===== src/hdl/vsms_pkg.sv =====
// Shared types and constants for the vector set mean and deviation block.
package vsms_pkg;

	localparam int CFG_IDX_W  = 8;
	localparam int CFG_DATA_W = 32;

	localparam logic [CFG_IDX_W-1:0] REG_FILTER_ENABLE = 8'd0;
	localparam logic [CFG_IDX_W-1:0] REG_SELECTED_TAG  = 8'd1;

	localparam int DIV_STEPS   = 64;
	localparam int DIV_CNT_W   = 6;
	localparam int SQRT_STEPS  = 32;
	localparam int SQRT_CNT_W  = 5;

	typedef enum logic [3:0] {
		ST_IDLE,
		ST_LD_SQR,
		ST_LD_RT,
		ST_LD_RT_W,
		ST_STORE,
		ST_CLOSE,
		ST_DIV,
		ST_DIV_W,
		ST_P2_RD,
		ST_P2_SQR,
		ST_STD_RT,
		ST_STD_RT_W,
		ST_FIN
	} state_t;

	typedef struct packed {
		logic               sel;
		logic [31:0]        mag;
		logic signed [31:0] z;
		logic signed [31:0] y;
		logic signed [31:0] x;
	} entry_t;

	typedef struct packed {
		logic in_stall;
		logic div_start;
		logic sqrt_start;
		logic mem_we;
		logic fin_go;
	} ctl_t;

endpackage


===== src/hdl/vsms_isqrt.sv =====
// Iterative integer square root of a 64-bit value, one root bit per cycle.
module vsms_isqrt (
	input  logic        clk,
	input  logic        arst_n,
	input  logic        start,
	input  logic [63:0] operand,
	output logic        done,
	output logic [31:0] root
);
	localparam int CW = vsms_pkg::SQRT_CNT_W;
	localparam logic [CW-1:0] LAST = CW'(vsms_pkg::SQRT_STEPS - 1);

	logic          busy_q;
	logic          done_q;
	logic [CW-1:0] cnt_q;
	logic [63:0]   val_q;
	logic [33:0]   rem_q;
	logic [31:0]   root_q;
	logic [33:0]   rem_sh;
	logic [33:0]   trial;
	logic          ge;

	always_comb begin
		rem_sh = {rem_q[31:0], val_q[63:62]};
		trial  = {root_q, 2'b01};
		ge     = rem_sh >= trial;
	end

	always_ff @(posedge clk or negedge arst_n) begin
		if (!arst_n) begin
			busy_q <= 1'b0;
			done_q <= 1'b0;
			cnt_q  <= '0;
		end else begin
			done_q <= 1'b0;
			if (start) begin
				busy_q <= 1'b1;
				cnt_q  <= '0;
			end else if (busy_q) begin
				cnt_q <= cnt_q + CW'(1);
				if (cnt_q == LAST) begin
					busy_q <= 1'b0;
					done_q <= 1'b1;
				end
			end
		end
	end

	always_ff @(posedge clk) begin
		if (start) begin
			val_q  <= operand;
			rem_q  <= '0;
			root_q <= '0;
		end else if (busy_q) begin
			val_q  <= {val_q[61:0], 2'b00};
			rem_q  <= ge ? rem_sh - trial : rem_sh;
			root_q <= {root_q[30:0], ge};
		end
	end

	assign done = done_q;
	assign root = root_q;
endmodule


===== config.mk =====
export PLATFORM = sky130hd
export DESIGN_NAME = vsms_isqrt
export DESIGN_NICKNAME = d
export VERILOG_FILES = /design/src/hdl/vsms_pkg.sv /design/src/hdl/vsms_isqrt.sv
export SDC_FILE = /design/constraint.sdc
export NUM_CORES = 1
export LEC_CHECK = 0
export ABC_AREA = 1
export BUFFER_PORTS_ARGS = -buffer_cell sky130_fd_sc_hd__buf_2
export CORE_MARGIN = 10
export CORE_UTILIZATION = 45
export CTS_CLUSTER_SIZE = 30
export DETAILED_ROUTE_END_ITERATION = 7
export PLACE_DENSITY_LB_ADDON = 0.25
export SETUP_SLACK_MARGIN = 0.05
export SLEW_MARGIN = 20
export SYNTH_ARGS = -nofsm -noshare
export SYNTH_HDL_FRONTEND = slang
export SYNTH_SLANG_ARGS = --single-unit

===== constraint.sdc =====
create_clock -name clk -period 3 [get_ports clk]
set_input_delay 0.15 -clock clk [delete_from_list [all_inputs] [get_ports clk]]
set_output_delay 0.15 -clock clk [all_outputs]
set_load 0.05 [all_outputs]

==> results of run 1 <==
synth_stat cells:
| library cell | n |
|---|---|
| nand2_1 | 562 |
| nand2_2 | 4 |
| a22o_1 | 1 |
| nor4_1 | 1 |
| clkinv_1 | 1 |
| nor2_1 | 35 |
| a21oi_1 | 20 |
| o21ai_1 | 1 |
| nor2_2 | 6 |
| buf_1 | 1 |
| nand2_8 | 1 |
| ha_1 | 36 |
| buf_4 | 2 |
| nor3_2 | 1 |
| a21o_1 | 1 |
| nand3_2 | 1 |
| dfxtp_1 | 64 |
| nor2_8 | 1 |
| nand2_4 | 1 |
| a31oi_1 | 2 |
| o22ai_1 | 31 |
| nand4_1 | 8 |
| nand3_1 | 62 |
| and2_1 | 2 |
| edfxtp_1 | 64 |
| dfrtp_1 | 7 |
| buf_2 | 3 |
| inv_2 | 5 |
| o21ai_0 | 6 |
| nand3b_1 | 10 |
| nor3_1 | 10 |
| o21bai_1 | 4 |
| buf_6 | 3 |
| clkbuf_1 | 24 |
| or2_2 | 1 |
| nor2_4 | 1 |
| xor2_1 | 15 |
| inv_1 | 170 |
final timing paths:
path / end / slack (ns)
setup reg to reg: rem_q[26]$_SDFFE_PP0P_ / 0.53
max in group asynchronous: busy_q$_DFF_PN0_ / 2.73
hold / removal: val_q[60]$_DFFE_PP_ / 0.004
hold reg to reg: rem_q[31]$_SDFFE_PP0P_ / 0.47
setup / recovery: rem_q[26]$_SDFFE_PP0P_ / 0.53
min in group asynchronous: done$_DFF_PN0_ / 0.10
layout make-up:
| type | count | share of cell area [%] |
|---|---|---|
| clock buffer | 18 | 4.325 |
| multi-input combinational | 824 | 39.01 |
| timing repair buffer | 165 | 11.52 |
| clock inverter | 14 | 1.589 |
| sequential | 135 | 34.04 |
| tap | 225 | 2.837 |
| inverter | 176 | 6.670 |
power groups by stage:
stage	clock network, mW	logic, mW	registers (mW)
3_5_place_dp	0	4.96	2.40
6_report	2.11	5.07	2.37
2_1_floorplan	0	3.84	2.40
4_1_cts	2.14	5.05	2.37
5_1_grt	2.21	5.82	2.40
3_3_place_gp	0	4.95	2.40
cells by family after synthesis:
| logic type | synth area share [%] |
|---|---|
| AO/OA/AOI/OAI | 4.811 |
| buffers and inverters | 10.15 |
| adder cells (fa/ha/maj) | 5.587 |
| XOR/XNOR | 1.629 |
| flip-flops | 41.90 |
| AND/OR/NAND/NOR | 35.93 |
through the flow:
step / area (um2) / cells / util [%] / power [mW] / hold WS [ns]
floorplan: 8064 / 1168 / - / 6.246 / -0.1456
global placement: 8776 / 1469 / 50.39 / 7.343 / -0.005922
detailed placement: 8776 / 1469 / 50.39 / 7.360 / -0.007466
CTS: 9923 / 1557 / 56.98 / 9.556 / 0.00009842
global route: 9923 / 1557 / 56.98 / 10.43 / 0.01287
finish: 9923 / 1557 / 56.98 / 9.555 / 0.004367
state kept, by name, summed over array words and instances, names as in the netlist:
register	cells
done	1
root	32
busy_q	1
val_q	64
rem_q	32
cnt_q	5
worst reg2reg max path, delay by kind of cell, from the launching register on:
family / cells / cell delay (ns)
compound gates: 1 / 0.21
fa+ha+maj: 1 / 0.36
buf+inv: 2 / 0.12
flops: 1 / 0.32
simple gates: 10 / 1.34
placed cells by master (no fill, tap or decap), types with 6 or more instances in the layout:
master and count:
inv_1 170, dfxtp_1 64, nand2_1 562, dlygate4sd3_1 56
edfxtp_1 64, nand4_1 8, buf_4 9, xor2_1 15
ha_1 36, clkbuf_16 17, nand3_1 62, nor2_2 8
o22ai_1 31, buf_2 99, nand3b_1 10, nor3_1 10
dfrtp_1 7, nor2_1 33, o21ai_0 6, a21oi_1 20
per-layer routing:
layer / GRT usage [%] / vias up / wire (um)
met5: 0 / - / 0
met4: 8.277 / 0 / 651
met3: 5.384 / 44 / 1206
met2: 32.19 / 188 / 10790
met1: 23.09 / 3438 / 10330
li1: - / 3944 / -
==> impl_metrics.toml, run 1 <==
[worst_setup_path]
reg2regPathDepth = 14
cp_num_cells = 14
path_class = "reg -> reg"
critPathBufInv = 2
cp-end-kind = "register"
crit_path_max_fanout = 33
cp-start-kind = "register"
crit_top_cell = "nand2_1"
max_stage_delay_ns = 0.36
cp_cell_sequence = "inv_1 -> ha_1 -> nand2_1 -> inv_2 -> a21oi_1 -> nand2_1 -> nand2_1 -> nand2_2 -> nor2_8 -> nand2_8 -> nand2_2 -> nand2_1 -> nand2_1 -> nand2_1"
critPathTopFamily = "simple AND/OR/NAND/NOR gates"
crit_start = "root[23]$_SDFFE_PP0P_"
worst_path_max_delay_cell = "ha_1"
cp.required_ns = 3.33
reg2reg_from = "root[23]$_SDFFE_PP0P_"
critPathArrivalTime_ns = 2.80

[logic_synthesis]
yosys.area.top_type = "nand2_1"
synth_top_area_share_pct = 26.16
avgSynthCellArea_um2 = 6.903
synth.area.top_cells = "nand2_1 (26%), edfxtp_1 (24%), dfxtp_1 (16%), inv_1 (7.9%), ha_1 (5.6%)"
synth_cells = 1168
synth_cell_types = 38
yosysSeqAreaShare_pct = 41.90
yosys_warnings = 0
syn-cell-area_um2 = 8063
synthesis.nets = 1271
synth_seq_cells = 135

[timing]
setup_viol = 0
fin_crit_sh_pct = 82.48
relSlewSlack_pct = 56.69
fmax_mhz = 404.1
tightest_slew_ns = 0.6489
finalSetupTns_ns = 0
hold_viol = 0
skew_ns = 0.01343
fin_ws_ns = 0.5255
rsz0062_at_grt = "no"
layout_min_cycle_time_ns = 2.474
slew_violations = 0

[floorplanning]
core_region_area_um2 = 17420
ios = 100
fp.dieH_um = 153.9
initial_core_util_pct = 46.29
die_w_um = 153.9
dieArea_um2 = 23670
row_count = 48

[clock_network]
cts.sinks = 135
clk_path_buf_depth = 2
postCtsSetupBuffers = 0
tritoncts = "built"
cts_buffers = 17
insertion_delay_ns = 0.44
clk_pin_slew_ns = 0.07
h-tree-depth = 4
root_buffer = "clkbuf_16"
cts_resized = 0
cts-hold-fix-buffers = 56

[global_routing]
grt_overflow = 0
grt_pass1_vias = 7803
antenna_found_initial = 0
grtUsageTotal_pct = 19.42
grt_pass1_wl_um = 37960
grt_max_degree = 54

[cells_and_area]
final.fill_count = 1694
diodes = 0
fin_nets = 1422
drive_gt1_share_pct = 12.39
multi_input_area_um2 = 3871
regArea_um2 = 3378
syn2layout_area_growth_pct = 23.08

[drt]
route.detailed.drc = 0
drtAntennaViolNets = 0
dr.pass1.iters = 5
drt_iter0_drc = 337
wl_um = 22980
wl_per_cell_um = 14.76
avgViaCountPerCell = 4.890
vias = 7614

[power]
power.density_nw_per_um2 = 962.8
p_comb_share_pct = 53.1
switchingPower_mw = 4.480
internal_power_mw = 5.075
p_seq_share_pct = 24.8
peakVddDrop_v = 0.0004548
swShare_pct = 46.88
p_clk_share_pct = 22.1
p_leak_nw = 5.357

[placement]
gp_congestion = 0.9673
pre_cts_slack_ns = 0.5664
dp_hpwl_um = 16230
portBuffers = 99

[outcome]
status = "complete, no violations"

[hold_path]
min_from = "operand[60]"
hold_depth = 3
min_path_type = "in -> reg"

[run]
drv_cap = 0
No activity file was read; power rests on OpenSTA's default activity.
==> run 2, diff against run 1 <==
==> constraint.sdc (replaced) <==
create_clock -name clk -period 2 [get_ports clk]
set_input_delay 0.1 -clock clk [delete_from_list [all_inputs] [get_ports clk]]
set_output_delay 0.1 -clock clk [all_outputs]
set_load 0.05 [all_outputs]
==> run 2 against run 1 <==
The run now ends with setup timing left. Final cell count grew 6.7%. Total power is 89% higher. Sequential power rose by 53%. Highest routed layer unchanged.
==> impl_metrics.toml, run 2 (same netlist as run 1, synthesis figures left out) <==
[outcome]
status = "finished, violations left"
violations = "setup timing"

[placement]
place_area_um2 = 9912
portBuffers = 99
gp_congestion = 0.9581
dp_hpwl_um = 16710

[worst_setup_path]
cp-start-kind = "register"
max_stage_delay_ns = 0.35
cp-end-kind = "register"
r2r-end = "rem_q[27]$_SDFFE_PP0P_"
reg2regPathDepth = 15
critPathArrivalTime_ns = 2.36
crit_path_max_fanout = 3
r2r_setup_slack_ns = -0.04
path_class = "reg -> reg"
cp_cell_sequence = "inv_4 -> ha_4 -> buf_4 -> nand2_1 -> buf_4 -> inv_1 -> nand2_1 -> nand2_1 -> o21bai_1 -> a21oi_1 -> nand2_1 -> nand2_1 -> nand3_1 -> nand2_1 -> nand2_1"
cp.required_ns = 2.32
critPathBufInv = 4
worst_path_max_delay_cell = "dfxtp_4"
critPathTopFamily = "simple AND/OR/NAND/NOR gates"
crit_top_cell = "nand2_1"
reg2reg_from = "root[23]$_SDFFE_PP0P_"

[floorplanning]
ios = 100
initial_core_util_pct = 46.29
core_region_area_um2 = 17420
row_count = 48
die_w_um = 153.9
dieArea_um2 = 23670
fp.dieH_um = 153.9

[clock_network]
clk_path_buf_depth = 2
root_buffer = "clkbuf_16"
tritoncts = "built"
h-tree-depth = 4
cts_buffers = 17
cts.sinks = 135
insertion_delay_ns = 0.43
clk_pin_slew_ns = 0.07

[cells_and_area]
postLayoutCellArea_um2 = 11830
layout_commonest_cell = "nand2_1"
largest_reg_flops = 64
final_cell_mix = "nand2_1 (494), inv_1 (138), buf_2 (99), buf_4 (96), dlygate4sd3_1 (65)"
fin_nets = 1526
final_core_util_pct = 67.91
diodes = 0
syn2layout_area_growth_pct = 46.69
drive_gt1_share_pct = 32.66
top_register = "val_q"

[global_routing]
antenna_found_initial = 0
grt_pass1_wl_um = 39920
grt_pass1_vias = 8099
grt_overflow = 0
grtUsageTotal_pct = 20.34
grt_max_degree = 64

[timing]
skew_ns = 0.01236
fmax_mhz = 491.0
fin_crit_sh_pct = 101.8
slew_violations = 0
relSlewSlack_pct = 47.75
finalSetupTns_ns = -0.04614
hold_slack_ns = 0.04374
hold_viol = 0
setup_viol = 2
tightest_slew_ns = 0.7838
layout_min_cycle_time_ns = 2.037
fin_ws_ns = -0.03676
rsz0062_at_grt = "yes"

[power]
p_leak_nw = 6.038
power.density_nw_per_um2 = 1530
finalPower_mw = 18.09
peakVddDrop_v = 0.0008604

[drt]
wl_um = 24980
route.detailed.drc = 0
wl_per_cell_um = 15.04
vias = 8214
drt_iter0_drc = 576
drtAntennaViolNets = 0
dr.pass1.iters = 5
avgViaCountPerCell = 4.945

[hold_path]
min_path_type = "in -> async"

[run]
drv_cap = 0
## run 2: changes by cell type in the layout (fill, tap and decap cells not counted), moves of 20 or more
cell / change
nand2_2: +48
ha_1: -32
buf_4: +87
inv_1: -32
nand2_4: +20
dfxtp_1: -39
nand2_1: -68
ha_4: +32
inv_2: +29
dfxtp_4: +32
## run 2: through the flow
step	worst slack [ns]	instances
after CTS	0.005358	1652
after global routing	-0.1007	1661
after floorplan	0.05096	1168
final	-0.03676	1661
after detailed placement	-0.09645	1541
after global placement	-0.08249	1541
## run 2: what timing repair did
item                                   in CTS  in global routing
pin swaps                                  23                 61
resized for setup                          44                121
setup endpoints to repair                  33                 33
gates cloned                                1                  1
endpoints found under the hold margin      71                  0
buffers inserted                           14                  8
hold buffers                               65                  0
## run 2: worst max-delay path by stage
stage,depth (start not counted),start,to
2_1_floorplan,14,root[5]$_SDFFE_PP0P_,rem_q[6]$_SDFFE_PP0P_
3_3_place_gp,14,root[16]$_SDFFE_PP0P_,rem_q[29]$_SDFFE_PP0P_
3_5_place_dp,14,root[12]$_SDFFE_PP0P_,rem_q[26]$_SDFFE_PP0P_
4_1_cts,14,root[13]$_SDFFE_PP0P_,rem_q[26]$_SDFFE_PP0P_
5_1_grt,14,root[21]$_SDFFE_PP0P_,rem_q[25]$_SDFFE_PP0P_
6_report,15,root[23]$_SDFFE_PP0P_,rem_q[27]$_SDFFE_PP0P_
## run 2: cell type report
cell class	instances	area [um2]
Clock buffer	18	429.2
Clock inverter	14	110.1
Tap cell	225	281.5
Fill cell	1398	5589
Timing Repair Buffer	269	2051
Sequential cell	135	3507
Inverter	176	669.4
Multi-Input combinational cell	824	4780
## run 2: per-layer routing
metal  vias up  track usage [%]  share of wire [%]
met2       268            35.03                 50
li1       4161                -                  -
met1      3734            24.33                 42
met3        51            5.384                6.3
met5         -                0                  0
met4         0            5.803                2.3
## run 2: power breakdown
| group | total [mW] | internal (mW) | leakage [nW] | switching, mW |
|---|---|---|---|---|
| Combinational | 11.5 | 4.91 | 4.43 | 6.60 |
| Clock | 2.96 | 1.61 | 0.264 | 1.35 |
| Sequential | 3.62 | 3.30 | 1.35 | 0.322 |
