File: config.mk
export PLATFORM = sky130hd
export DESIGN_NAME = vsms_div
export DESIGN_NICKNAME = d
export VERILOG_FILES = /design/src/hdl/vsms_pkg.sv /design/src/hdl/vsms_div.sv
export SDC_FILE = /design/constraint.sdc
export NUM_CORES = 1
export LEC_CHECK = 0
export BUFFER_PORTS_ARGS = -buffer_cell sky130_fd_sc_hd__buf_2
export CELL_PAD_IN_SITES_DETAIL_PLACEMENT = 0
export CELL_PAD_IN_SITES_GLOBAL_PLACEMENT = 1
export CORE_ASPECT_RATIO = 1.1
export CORE_MARGIN = 5
export CORE_UTILIZATION = 43
export CTS_CLUSTER_DIAMETER = 60
export DETAILED_ROUTE_END_ITERATION = 16
export PLACE_DENSITY = 0.92
export SYNTH_ARGS = -nofsm -noshare
export SYNTH_HDL_FRONTEND = slang
export SYNTH_SLANG_ARGS = --single-unit
File: constraint.sdc
create_clock -name clk -period 5.67 [get_ports clk]
set_input_delay 0.567 -clock clk [delete_from_list [all_inputs] [get_ports clk]]
set_output_delay 0.567 -clock clk [all_outputs]
set_load 0.05 [all_outputs]
File: src/hdl/vsms_pkg.sv
// Shared types and constants for the vector set mean and deviation block.
package vsms_pkg;

	localparam int CFG_IDX_W  = 8;
	localparam int CFG_DATA_W = 32;

	localparam logic [CFG_IDX_W-1:0] REG_FILTER_ENABLE = 8'd0;
	localparam logic [CFG_IDX_W-1:0] REG_SELECTED_TAG  = 8'd1;

	localparam int DIV_STEPS   = 64;
	localparam int DIV_CNT_W   = 6;
	localparam int SQRT_STEPS  = 32;
	localparam int SQRT_CNT_W  = 5;

	typedef enum logic [3:0] {
		ST_IDLE,
		ST_LD_SQR,
		ST_LD_RT,
		ST_LD_RT_W,
		ST_STORE,
		ST_CLOSE,
		ST_DIV,
		ST_DIV_W,
		ST_P2_RD,
		ST_P2_SQR,
		ST_STD_RT,
		ST_STD_RT_W,
		ST_FIN
	} state_t;

	typedef struct packed {
		logic               sel;
		logic [31:0]        mag;
		logic signed [31:0] z;
		logic signed [31:0] y;
		logic signed [31:0] x;
	} entry_t;

	typedef struct packed {
		logic in_stall;
		logic div_start;
		logic sqrt_start;
		logic mem_we;
		logic fin_go;
	} ctl_t;

endpackage

File: src/hdl/vsms_div.sv
// Iterative restoring divider: 64-bit unsigned dividend, one quotient bit per cycle.
module vsms_div #(
	parameter int DVS_W = 9
) (
	input  logic             clk,
	input  logic             arst_n,
	input  logic             start,
	input  logic [63:0]      dividend,
	input  logic [DVS_W-1:0] divisor,
	output logic             done,
	output logic [63:0]      quotient
);
	localparam int CW = vsms_pkg::DIV_CNT_W;
	localparam logic [CW-1:0] LAST = CW'(vsms_pkg::DIV_STEPS - 1);

	logic             busy_q;
	logic             done_q;
	logic [CW-1:0]    cnt_q;
	logic [63:0]      dvd_q;
	logic [DVS_W-1:0] rem_q;
	logic [DVS_W-1:0] dvs_q;
	logic [DVS_W:0]   rem_sh;
	logic [DVS_W:0]   rem_dif;
	logic             ge;

	always_comb begin
		rem_sh  = {rem_q, dvd_q[63]};
		ge      = rem_sh >= {1'b0, dvs_q};
		rem_dif = rem_sh - {1'b0, dvs_q};
	end

	always_ff @(posedge clk or negedge arst_n) begin
		if (!arst_n) begin
			busy_q <= 1'b0;
			done_q <= 1'b0;
			cnt_q  <= '0;
		end else begin
			done_q <= 1'b0;
			if (start) begin
				busy_q <= 1'b1;
				cnt_q  <= '0;
			end else if (busy_q) begin
				cnt_q <= cnt_q + CW'(1);
				if (cnt_q == LAST) begin
					busy_q <= 1'b0;
					done_q <= 1'b1;
				end
			end
		end
	end

	always_ff @(posedge clk) begin
		if (start) begin
			dvd_q <= dividend;
			rem_q <= '0;
			dvs_q <= divisor;
		end else if (busy_q) begin
			dvd_q <= {dvd_q[62:0], ge};
			rem_q <= ge ? rem_dif[DVS_W-1:0] : rem_sh[DVS_W-1:0];
		end
	end

	assign done     = done_q;
	assign quotient = dvd_q;
endmodule

==> out/summary.txt, run 1 <==
status -> completed
detailed-route via count -> 2,786
HP Class -> input port to asynchronous set/reset pin
CTS Sinks -> 90
required time at the endpoint of the critical path -> 5.93 ns
aggregate global routing overflow -> 0
Final period util -> 0.477
unrepaired setup endpoints after global routing -> false
Reg-to-Reg End -> rem_q[4]
clock buffer count from CTS -> 9
die area -> 11,800 µm²
vias per cell -> 5.14
Setup Slack @ Placement -> 2.99 ns
number of post-CTS setup repair buffers -> 0
overall die width -> 104 µm
number of buffers on the longest clock path -> 2
minimum setup slack among reg-to-reg paths -> 2.96 ns
worst endpoint data arrival time -> 2.97 ns
Antenna Violating Nets Remaining -> 0
Worst-path clk slew -> 0.08 ns
relative max-transition margin -> 0.465
count of unresolved DRC violations after routing -> 0
final weighted congestion in routability-driven placement -> 0.799
fraction of registers with async set or reset after synthesis -> 0.0889
share of cells above drive strength 1 -> 0.529
Most used DFF post-synth -> edfxtp_1
net count of the finished layout -> 508
ranking of synthesized cells by instance count -> 73 x edfxtp_1, 63 x mux2_2, 17 x nor2_1
M2 GR Usage -> 0.246
GR Layer Usage met1 -> 0.191
insertion delay of the later-clocked pin in the worst-skew pair -> 0.35 ns
synthesized area per cell -> 14.8 µm²
total of warnings raised by yosys -> 0
number of slew-limit violations in the final report -> 0
sequential fraction of the synthesis area -> 0.617
synth unique cells -> 43
number of H-tree levels -> 3
global-route met3 utilization -> 0.0570
via count of the first global-routing pass -> 3,021
proportion of netlist area held by the largest area contributor -> 0.526
least setup slack across all paths after layout -> 2.96 ns
initial core utilization -> 0.443
post-synth net total -> 368
Vert. Die Dim -> 113 µm
sum of negative setup slack -> 0 ns
library cell used as clock root buffer -> clkbuf_8
category of the critical setup timing path -> register to register
count of cells along the worst register-to-register path -> 9
total wirelength of the detailed-routed design -> 9010 µm
Final HPWL DP -> 6550 µm
global-route usage over all layers -> 0.157
cell with the most instances after synthesis -> edfxtp_1
reg-to-reg critical path startpoint -> quotient[63]
maximum number of pins on one net before global-route repair -> 69
top cell type by total area after synthesis -> edfxtp_1
Inserted Diodes -> 0
clock tree from TritonCTS -> yes
pin slew with the least headroom to its limit -> 0.803 ns
number of iterations in the first detailed-routing pass -> 4
hold violation total from the final report -> 0
cts repair resizes -> 0
worst vdd rail ir drop -> 0.221 mV
Boundary Pins -> 141
Leak Pwr -> 2.26 nW
post-route clock skew -> 0.00505 ns
Cell Rows -> 37
endpoint type of the worst setup path -> register
startpoint class of the critical path -> register
final critical-path required period -> 2.71 ns
Floorplan Core Area -> 9400 µm²
Non-Filler Cell Area, Final -> 5150 µm²
maximum fanout count along the critical path -> 15
post-synthesis sequential element count -> 90
post-placement cell area -> 4970 µm²
Port Buf Inserts -> 140
global-route layer with the greatest usage -> met2
Max Freq -> 370 MHz
number of flops mapped to enable cells by yosys -> 73
violation count after the first detailed-route iteration -> 99
total power of the final layout -> 1.75 mW
Final setup violation count -> 0
first-pass GRT wire length -> 14,700 µm
gate count of the mapped netlist -> 281
routed wirelength normalized by instance count -> 16.6 µm
number of antenna violations at the first check in global routing -> 0
area added between synthesis and finish -> 23.6%
post-synthesis instance area -> 4170 µm²
top cells by area, synth -> edfxtp_1 53%, mux2_2 17%, dfrtp_1 4.8%
number of violations of the max-capacitance limit -> 0
power per standard cell area -> 340 nW/µm²
number of hold buffers added after CTS -> 0
==> placed cells by master (no fill, tap or decap), drive strengths merged, types with 2 or more instances in the layout <==
cell type | synthesis | routed
nand2b | 3 | 3
a21oi | 4 | 4
dfxtp | 9 | 9
or3b | 3 | 3
o311ai | 3 | 3
mux2i | 8 | 8
nand2 | 7 | 7
clkbuf | 11 | 10
o21ai | 4 | 4
edfxtp | 73 | 73
ha | 10 | 10
inv | 13 | 13
xor2 | 7 | 7
o21bai | 2 | 2
nor2 | 17 | 17
nand4b | 4 | 4
o31ai | 2 | 2
mux2 | 63 | 63
dfrtp | 8 | 8
nand4 | 2 | 2
xnor2 | 3 | 3
buf | 2 | 142
a211oi | 6 | 6
clkinv | 0 | 4
a311oi | 2 | 2
==> cell type report <==
cell class / count / area, µm²
Clock inverter: 5 / 46.3
Tap cell: 117 / 146
Fill cell: 799 / 4250
Multi-Input combinational cell: 165 / 1490
Timing Repair Buffer: 142 / 718
Sequential cell: 90 / 2570
Inverter: 13 / 48.8
Clock buffer: 10 / 128
==> state kept, by name (all words and copies together) (netlist names) <==
name,flops
rem_q,9
done,1
busy_q,1
cnt_q,6
dvs_q,9
quotient,64
==> kinds of logic after synthesis <==
group	count (synthesis)	share of synthesized area
XOR/XNOR	10	0.0210
AND/OR/NAND/NOR	45	0.0571
adder cells (fa/ha/maj)	11	0.0348
buffers and inverters	26	0.0252
flip-flops	90	0.617
AO/OA/AOI/OAI	28	0.0550
multiplexers	71	0.189
==> metrics by stage <==
step	instances	util	hold slack (ns)
floorplan	281	-	0.271
global placement	527	0.529	0.417
detailed placement	527	0.529	0.417
CTS	542	0.548	0.0287
global route	542	0.548	0.0338
finish	542	0.548	0.0369
==> worst max-delay path, cell delays in order (launching register included) <==
cell and delay [ns]:
edfxtp_1 0.41, inv_1 0.08, ha_1 0.16, inv_1 0.05, fa_1 0.42, a211oi_2 0.26, o31ai_2 0.14, a211oi_4 0.66
mux2i_1 0.16, a211oi_1 0.27
==> worst max path at each step <==
| stage | start | endpoint | slack (ns) | depth (start not counted) |
|---|---|---|---|---|
| after global placement | quotient[63] | rem_q[6] | 3.04 | 9 |
| after global routing | quotient[63] | rem_q[1] | 2.75 | 9 |
| after CTS | quotient[63] | rem_q[6] | 2.97 | 9 |
| after floorplan | start | quotient[0] | 2.81 | 4 |
| after detailed placement | quotient[63] | rem_q[6] | 2.99 | 9 |
| final | quotient[63] | rem_q[4] | 2.96 | 9 |
==> layer usage <==
metal | part of all wire | routed length [µm]
met1 | 0.41 | 3670
met2 | 0.47 | 4250
met3 | 0.093 | 836
met4 | 0.028 | 252
met5 | 0 | 0
==> power by group <==
group          total [mW]  internal [mW]  switching (mW)
clock               0.411          0.197           0.215
combinational       0.500          0.171           0.329
sequential          0.838          0.796          0.0421
Power figures use the tool's default switching activity.
==> run 2, diff against run 1 <==
--- a/config.mk
+++ b/config.mk
@@ -10,10 +10,10 @@
 export CELL_PAD_IN_SITES_GLOBAL_PLACEMENT = 1
 export CORE_ASPECT_RATIO = 1.1
 export CORE_MARGIN = 5
-export CORE_UTILIZATION = 43
+export CORE_UTILIZATION = 40
 export CTS_CLUSTER_DIAMETER = 60
 export DETAILED_ROUTE_END_ITERATION = 16
-export PLACE_DENSITY = 0.92
+export PLACE_DENSITY = 0.87
 export SYNTH_ARGS = -nofsm -noshare
 export SYNTH_HDL_FRONTEND = slang
 export SYNTH_SLANG_ARGS = --single-unit
==> constraint.sdc (replaced) <==
create_clock -name clk -period 2.8 [get_ports clk]
set_input_delay 0.28 -clock clk [delete_from_list [all_inputs] [get_ports clk]]
set_output_delay 0.28 -clock clk [all_outputs]
set_load 0.05 [all_outputs]
==> out/summary.txt, run 2 (synthesized netlist as in run 1, its figures left out) <==
initial core utilization -> 0.405
detailed-route via count -> 2,734
cts repair resizes -> 0
required time at the endpoint of the critical path -> 2.98 ns
global-route usage over all layers -> 0.146
library cell used as clock root buffer -> clkbuf_16
Reg-to-Reg End -> rem_q[1]
relative max-transition margin -> 0.457
max FFs per register -> 64
worst vdd rail ir drop -> 0.456 mV
endpoint type of the worst setup path -> register
Max Freq -> 386 MHz
commonest cells after routing, fill and taps aside -> 139 x buf_2, 73 x edfxtp_1, 63 x mux2_2
Cell Rows -> 39
Worst-path clk slew -> 0.07 ns
number of iterations in the first detailed-routing pass -> 4
maximum fanout count along the critical path -> 7
violation count after the first detailed-route iteration -> 97
count of cells along the worst register-to-register path -> 10
total wirelength of the detailed-routed design -> 8890 µm
Largest delay share family, worst path -> compound AO/OA/AOI/OAI gates
CTS Sinks -> 90
via count of the first global-routing pass -> 2,929
final critical-path required period -> 2.59 ns
share of cells above drive strength 1 -> 0.538
number of post-CTS setup repair buffers -> 0
sum of negative setup slack -> 0 ns
clock buffer count from CTS -> 9
count of unresolved DRC violations after routing -> 0
total power of the final layout -> 3.87 mW
Non-Filler Cell Area, Final -> 5340 µm²
final std cells w/o fill -> 572
maximum number of pins on one net before global-route repair -> 64
number of hold buffers added after CTS -> 1
Floorplan Core Area -> 10,300 µm²
worst endpoint data arrival time -> 2.77 ns
Critical path buffers and inverters -> 3
number of buffers on the longest clock path -> 2
net count of the finished layout -> 511
Critical Path Sink -> rem_q[1]
Port Buf Inserts -> 140
area added between synthesis and finish -> 28.0%
Antenna Violating Nets Remaining -> 0
most frequent standard cell in the layout excluding fill and tap cells -> buf_2
number of antenna violations at the first check in global routing -> 0
category of the critical setup timing path -> register to register
status -> completed
HP Class -> input port to register
number of H-tree levels -> 3
hold violation total from the final report -> 0
power per standard cell area -> 726 nW/µm²
Placed Cells incl. Taps -> 555
final weighted congestion in routability-driven placement -> 0.815
aggregate global routing overflow -> 0
critical path, cell by cell -> inv_1 -> ha_1 -> inv_1 -> fa_1 -> a211oi_2 -> o31ai_2 -> a211oi_4 -> buf_4 -> mux2i_1 -> a211oi_1
post-placement cell area -> 5050 µm²
number of slew-limit violations in the final report -> 0
Vert. Die Dim -> 117 µm
worst setup path startpoint -> quotient[63]
cell mode on critical path -> inv_1
largest stage delay on the critical path -> 0.41 ns
post-route clock skew -> 0.00863 ns
routed wirelength normalized by instance count -> 15.5 µm
slowest CP cell -> fa_1
number of violations of the max-capacitance limit -> 0
pin slew with the least headroom to its limit -> 0.815 ns
first-pass GRT wire length -> 14,200 µm
unrepaired setup endpoints after global routing -> false
Final setup violation count -> 0
insertion delay of the later-clocked pin in the worst-skew pair -> 0.34 ns
overall die width -> 107 µm
Leak Pwr -> 2.32 nW
Final HPWL DP -> 6420 µm
Inserted Diodes -> 0
minimum setup slack among reg-to-reg paths -> 0.21 ns
Final period util -> 0.926
startpoint class of the critical path -> register
reg-to-reg critical path startpoint -> quotient[63]
Boundary Pins -> 141
critical path depth -> 10
die area -> 12,600 µm²
vias per cell -> 4.78
clock tree from TritonCTS -> yes
[run 2: changes by cell type in the layout (fill, tap and decap cells not counted), sizes merged]
| cell | before | now |
|---|---|---|
| clkinv | 4 | 0 |
| clkinvlp | 0 | 3 |
| inv | 13 | 16 |
| bufinv | 1 | 0 |
| buf | 142 | 144 |
| dlygate4sd3 | 0 | 1 |
[run 2: area by class of cell]
type,count,area [µm²]
Fill cell,916,4960
Sequential cell,90,2570
Multi-Input combinational cell,165,1490
Timing Repair Buffer,145,768
Clock buffer,10,229
Tap cell,143,179
Clock inverter,6,48.8
Inverter,13,48.8
[run 2: worst min-delay path by stage]
stage                     startpoint  endpoint  slack (ns)  cells after the start
after floorplan               arst_n    busy_q       -0.02                      0
after global placement        arst_n  cnt_q[4]        0.13                      1
after detailed placement      arst_n      done        0.13                      1
after CTS                 divisor[1]  dvs_q[1]         0.1                      1
after global routing      divisor[1]  dvs_q[1]        0.09                      1
final                     divisor[1]  dvs_q[1]        0.11                      1
[run 2: metrics by stage]
stage / utilization / worst slack (ns) / hold slack (ns)
global route: 0.518 / 0.0346 / 0.0909
CTS: 0.518 / 0.217 / 0.0962
global placement: 0.490 / 0.323 / 0.130
floorplan: - / 0.141 / -0.0156
detailed placement: 0.490 / 0.257 / 0.135
finish: 0.518 / 0.206 / 0.108
[run 2: metal layers]
metal	track usage	routed length (µm)	up-vias
met3	0.0516	635	13
met2	0.231	4310	81
met1	0.181	3790	1295
met4	0.0665	159	0
li1	-	-	1345
met5	0	0	-
[run 2: power by group]
| group | internal [mW] | total (mW) | switching (mW) |
|---|---|---|---|
| Sequential | 1.61 | 1.70 | 0.0861 |
| Combinational | 0.360 | 1.03 | 0.666 |
| Clock | 0.612 | 1.15 | 0.534 |
==> run 3, diff against run 2 <==
==> config.mk (replaced) <==
export PLATFORM = sky130hd
export DESIGN_NAME = vsms_div
export DESIGN_NICKNAME = d
export VERILOG_FILES = /design/src/hdl/vsms_pkg.sv /design/src/hdl/vsms_div.sv
export SDC_FILE = /design/constraint.sdc
export NUM_CORES = 1
export LEC_CHECK = 0
export CELL_PAD_IN_SITES_DETAIL_PLACEMENT = 0
export CELL_PAD_IN_SITES_GLOBAL_PLACEMENT = 1
export CORE_ASPECT_RATIO = 1.1
export CORE_MARGIN = 5
export CORE_UTILIZATION = 52
export CTS_BUF_LIST = sky130_fd_sc_hd__clkbuf_4 sky130_fd_sc_hd__clkbuf_8
export CTS_CLUSTER_DIAMETER = 60
export DETAILED_ROUTE_END_ITERATION = 16
export DONT_BUFFER_PORTS = 1
export PLACE_DENSITY = 0.88
export SYNTH_ARGS = -nofsm -noshare
export SYNTH_HDL_FRONTEND = slang
export SYNTH_SLANG_ARGS = --single-unit
==> out/summary.txt, run 3 (synthesized netlist as in run 1, its figures left out) <==
status -> completed
minimum setup slack among reg-to-reg paths -> 0.21 ns
required time at the endpoint of the critical path -> 3.06 ns
number of slew-limit violations in the final report -> 0
power per standard cell area -> 761 nW/µm²
pin slew with the least headroom to its limit -> 0.869 ns
share of cells above drive strength 1 -> 0.310
vias per cell -> 5.66
maximum number of pins on one net before global-route repair -> 84
via count of the first global-routing pass -> 2,443
Vert. Die Dim -> 104 µm
endpoint type of the worst setup path -> register
unrepaired setup endpoints after global routing -> false
number of post-CTS setup repair buffers -> 0
cts repair resizes -> 0
Boundary Pins -> 141
Antenna Violating Nets Remaining -> 0
Inserted Diodes -> 0
commonest cells after routing, fill and taps aside -> 73 x edfxtp_1, 63 x mux2_2, 17 x nor2_1
relative max-transition margin -> 0.421
number of iterations in the first detailed-routing pass -> 4
worst vdd rail ir drop -> 0.406 mV
total power of the final layout -> 3.46 mW
Worst-path clk slew -> 0.09 ns
critical path, cell by cell -> inv_1 -> ha_1 -> inv_1 -> fa_1 -> a211oi_2 -> o31ai_2 -> a211oi_4 -> buf_4 -> nand2_1 -> a311oi_1
sum of negative setup slack -> 0 ns
worst hold-check slack -> 0.0279 ns
Max Freq -> 386 MHz
CTS Sinks -> 90
final weighted congestion in routability-driven placement -> 0.838
aggregate global routing overflow -> 0
area added between synthesis and finish -> 9.16%
max FFs per register -> 64
Floorplan Core Area -> 7870 µm²
Port Buf Inserts -> 0
startpoint of the worst hold path -> divisor[2]
insertion delay of the later-clocked pin in the worst-skew pair -> 0.35 ns
clock buffer count from CTS -> 9
startpoint class of the critical path -> register
number of violations of the max-capacitance limit -> 0
number of buffers on the longest clock path -> 2
hold violation total from the final report -> 0
clock tree from TritonCTS -> yes
count of unresolved DRC violations after routing -> 0
slowest CP cell -> a211oi_4
worst endpoint data arrival time -> 2.85 ns
fillers -> 606
number of H-tree levels -> 3
category of the critical setup timing path -> register to register
WHS Path Cells -> 0
number of hold buffers added after CTS -> 4
routed wirelength normalized by instance count -> 20.5 µm
post-route clock skew -> 0.0103 ns
Final HPWL DP -> 5630 µm
initial core utilization -> 0.529
library cell used as clock root buffer -> clkbuf_8
cell mode on critical path -> inv_1
Final setup violation count -> 0
violation count after the first detailed-route iteration -> 123
largest stage delay on the critical path -> 0.43 ns
HP Class -> input port to register
final critical-path required period -> 2.59 ns
overall die width -> 95.3 µm
first-pass GRT wire length -> 12,900 µm
Setup Slack @ Placement -> 0.262 ns
global-route usage over all layers -> 0.171
total wirelength of the detailed-routed design -> 8240 µm
worst hold path endpoint -> dvs_q[2]
number of antenna violations at the first check in global routing -> 0
reg-to-reg critical path startpoint -> quotient[63]
Reg-to-Reg End -> rem_q[0]
maximum fanout count along the critical path -> 11
least setup slack across all paths after layout -> 0.212 ns
most frequent standard cell in the layout excluding fill and tap cells -> edfxtp_1
detailed-route via count -> 2,275
Cell Rows -> 34
net count of the finished layout -> 376
Final period util -> 0.924
count of cells along the worst register-to-register path -> 10
die area -> 9900 µm²
Leak Pwr -> 1.76 nW
[run 3: cell count changes in the layout (fill, tap and decap cells not counted), moves of 2 or more]
cell / previous run / this run
buf_2: 139 / 0
clkbuf_16: 9 / 0
clkbuf_8: 0 / 9
clkinv_2: 0 / 2
clkinv_4: 0 / 2
clkinvlp_4: 3 / 0
dlygate4sd3_1: 1 / 7
inv_6: 3 / 1
[run 3: metal layers]
| layer | routed length [µm] | GRT usage |
|---|---|---|
| met1 | 3250 | 0.210 |
| met3 | 772 | 0.0774 |
| met5 | 0 | 0 |
| met2 | 4010 | 0.257 |
| met4 | 202 | 0.0784 |
[run 3: stage by stage]
stage / util / cell area (µm²) / instances
floorplan: - / 4170 / 281
global placement: 0.544 / 4280 / 379
detailed placement: 0.544 / 4280 / 379
CTS: 0.574 / 4520 / 399
global route: 0.578 / 4550 / 402
finish: 0.578 / 4550 / 402
[run 3: area by class of cell]
cell class	instances	area, µm²	area share
clock inverters	6	66.3	0.0146
inverters	13	48.8	0.0107
multi-input cells	165	1490	0.327
well taps	108	135	0.0297
flip-flops and latches	90	2570	0.566
clock buffers	10	131	0.0289
repair buffers	10	105	0.0231
[run 3: worst max-delay path: cells and delay by family (launching register included)]
family | cells | cell delay, ns
adders and majority gates | 2 | 0.57
and+or+nand+nor | 1 | 0.06
DFF | 1 | 0.39
buffers and inverters | 3 | 0.37
AOI/OAI and AO/OA | 4 | 1.11
[run 3: report_power, final]
group / total [mW] / internal, mW / switching (mW)
registers: 2.10 / 1.62 / 0.477
clock network: 0.884 / 0.426 / 0.457
logic: 0.484 / 0.256 / 0.228
[run 3: worst max-delay path by stage]
stage / startpoint / to / slack, ns
floorplan: quotient[63] / rem_q[6] / 0.14
finish: quotient[63] / rem_q[0] / 0.21
global route: quotient[63] / rem_q[0] / 0.03
CTS: quotient[63] / rem_q[0] / 0.23
global placement: quotient[63] / rem_q[5] / 0.34
detailed placement: quotient[63] / rem_q[0] / 0.26
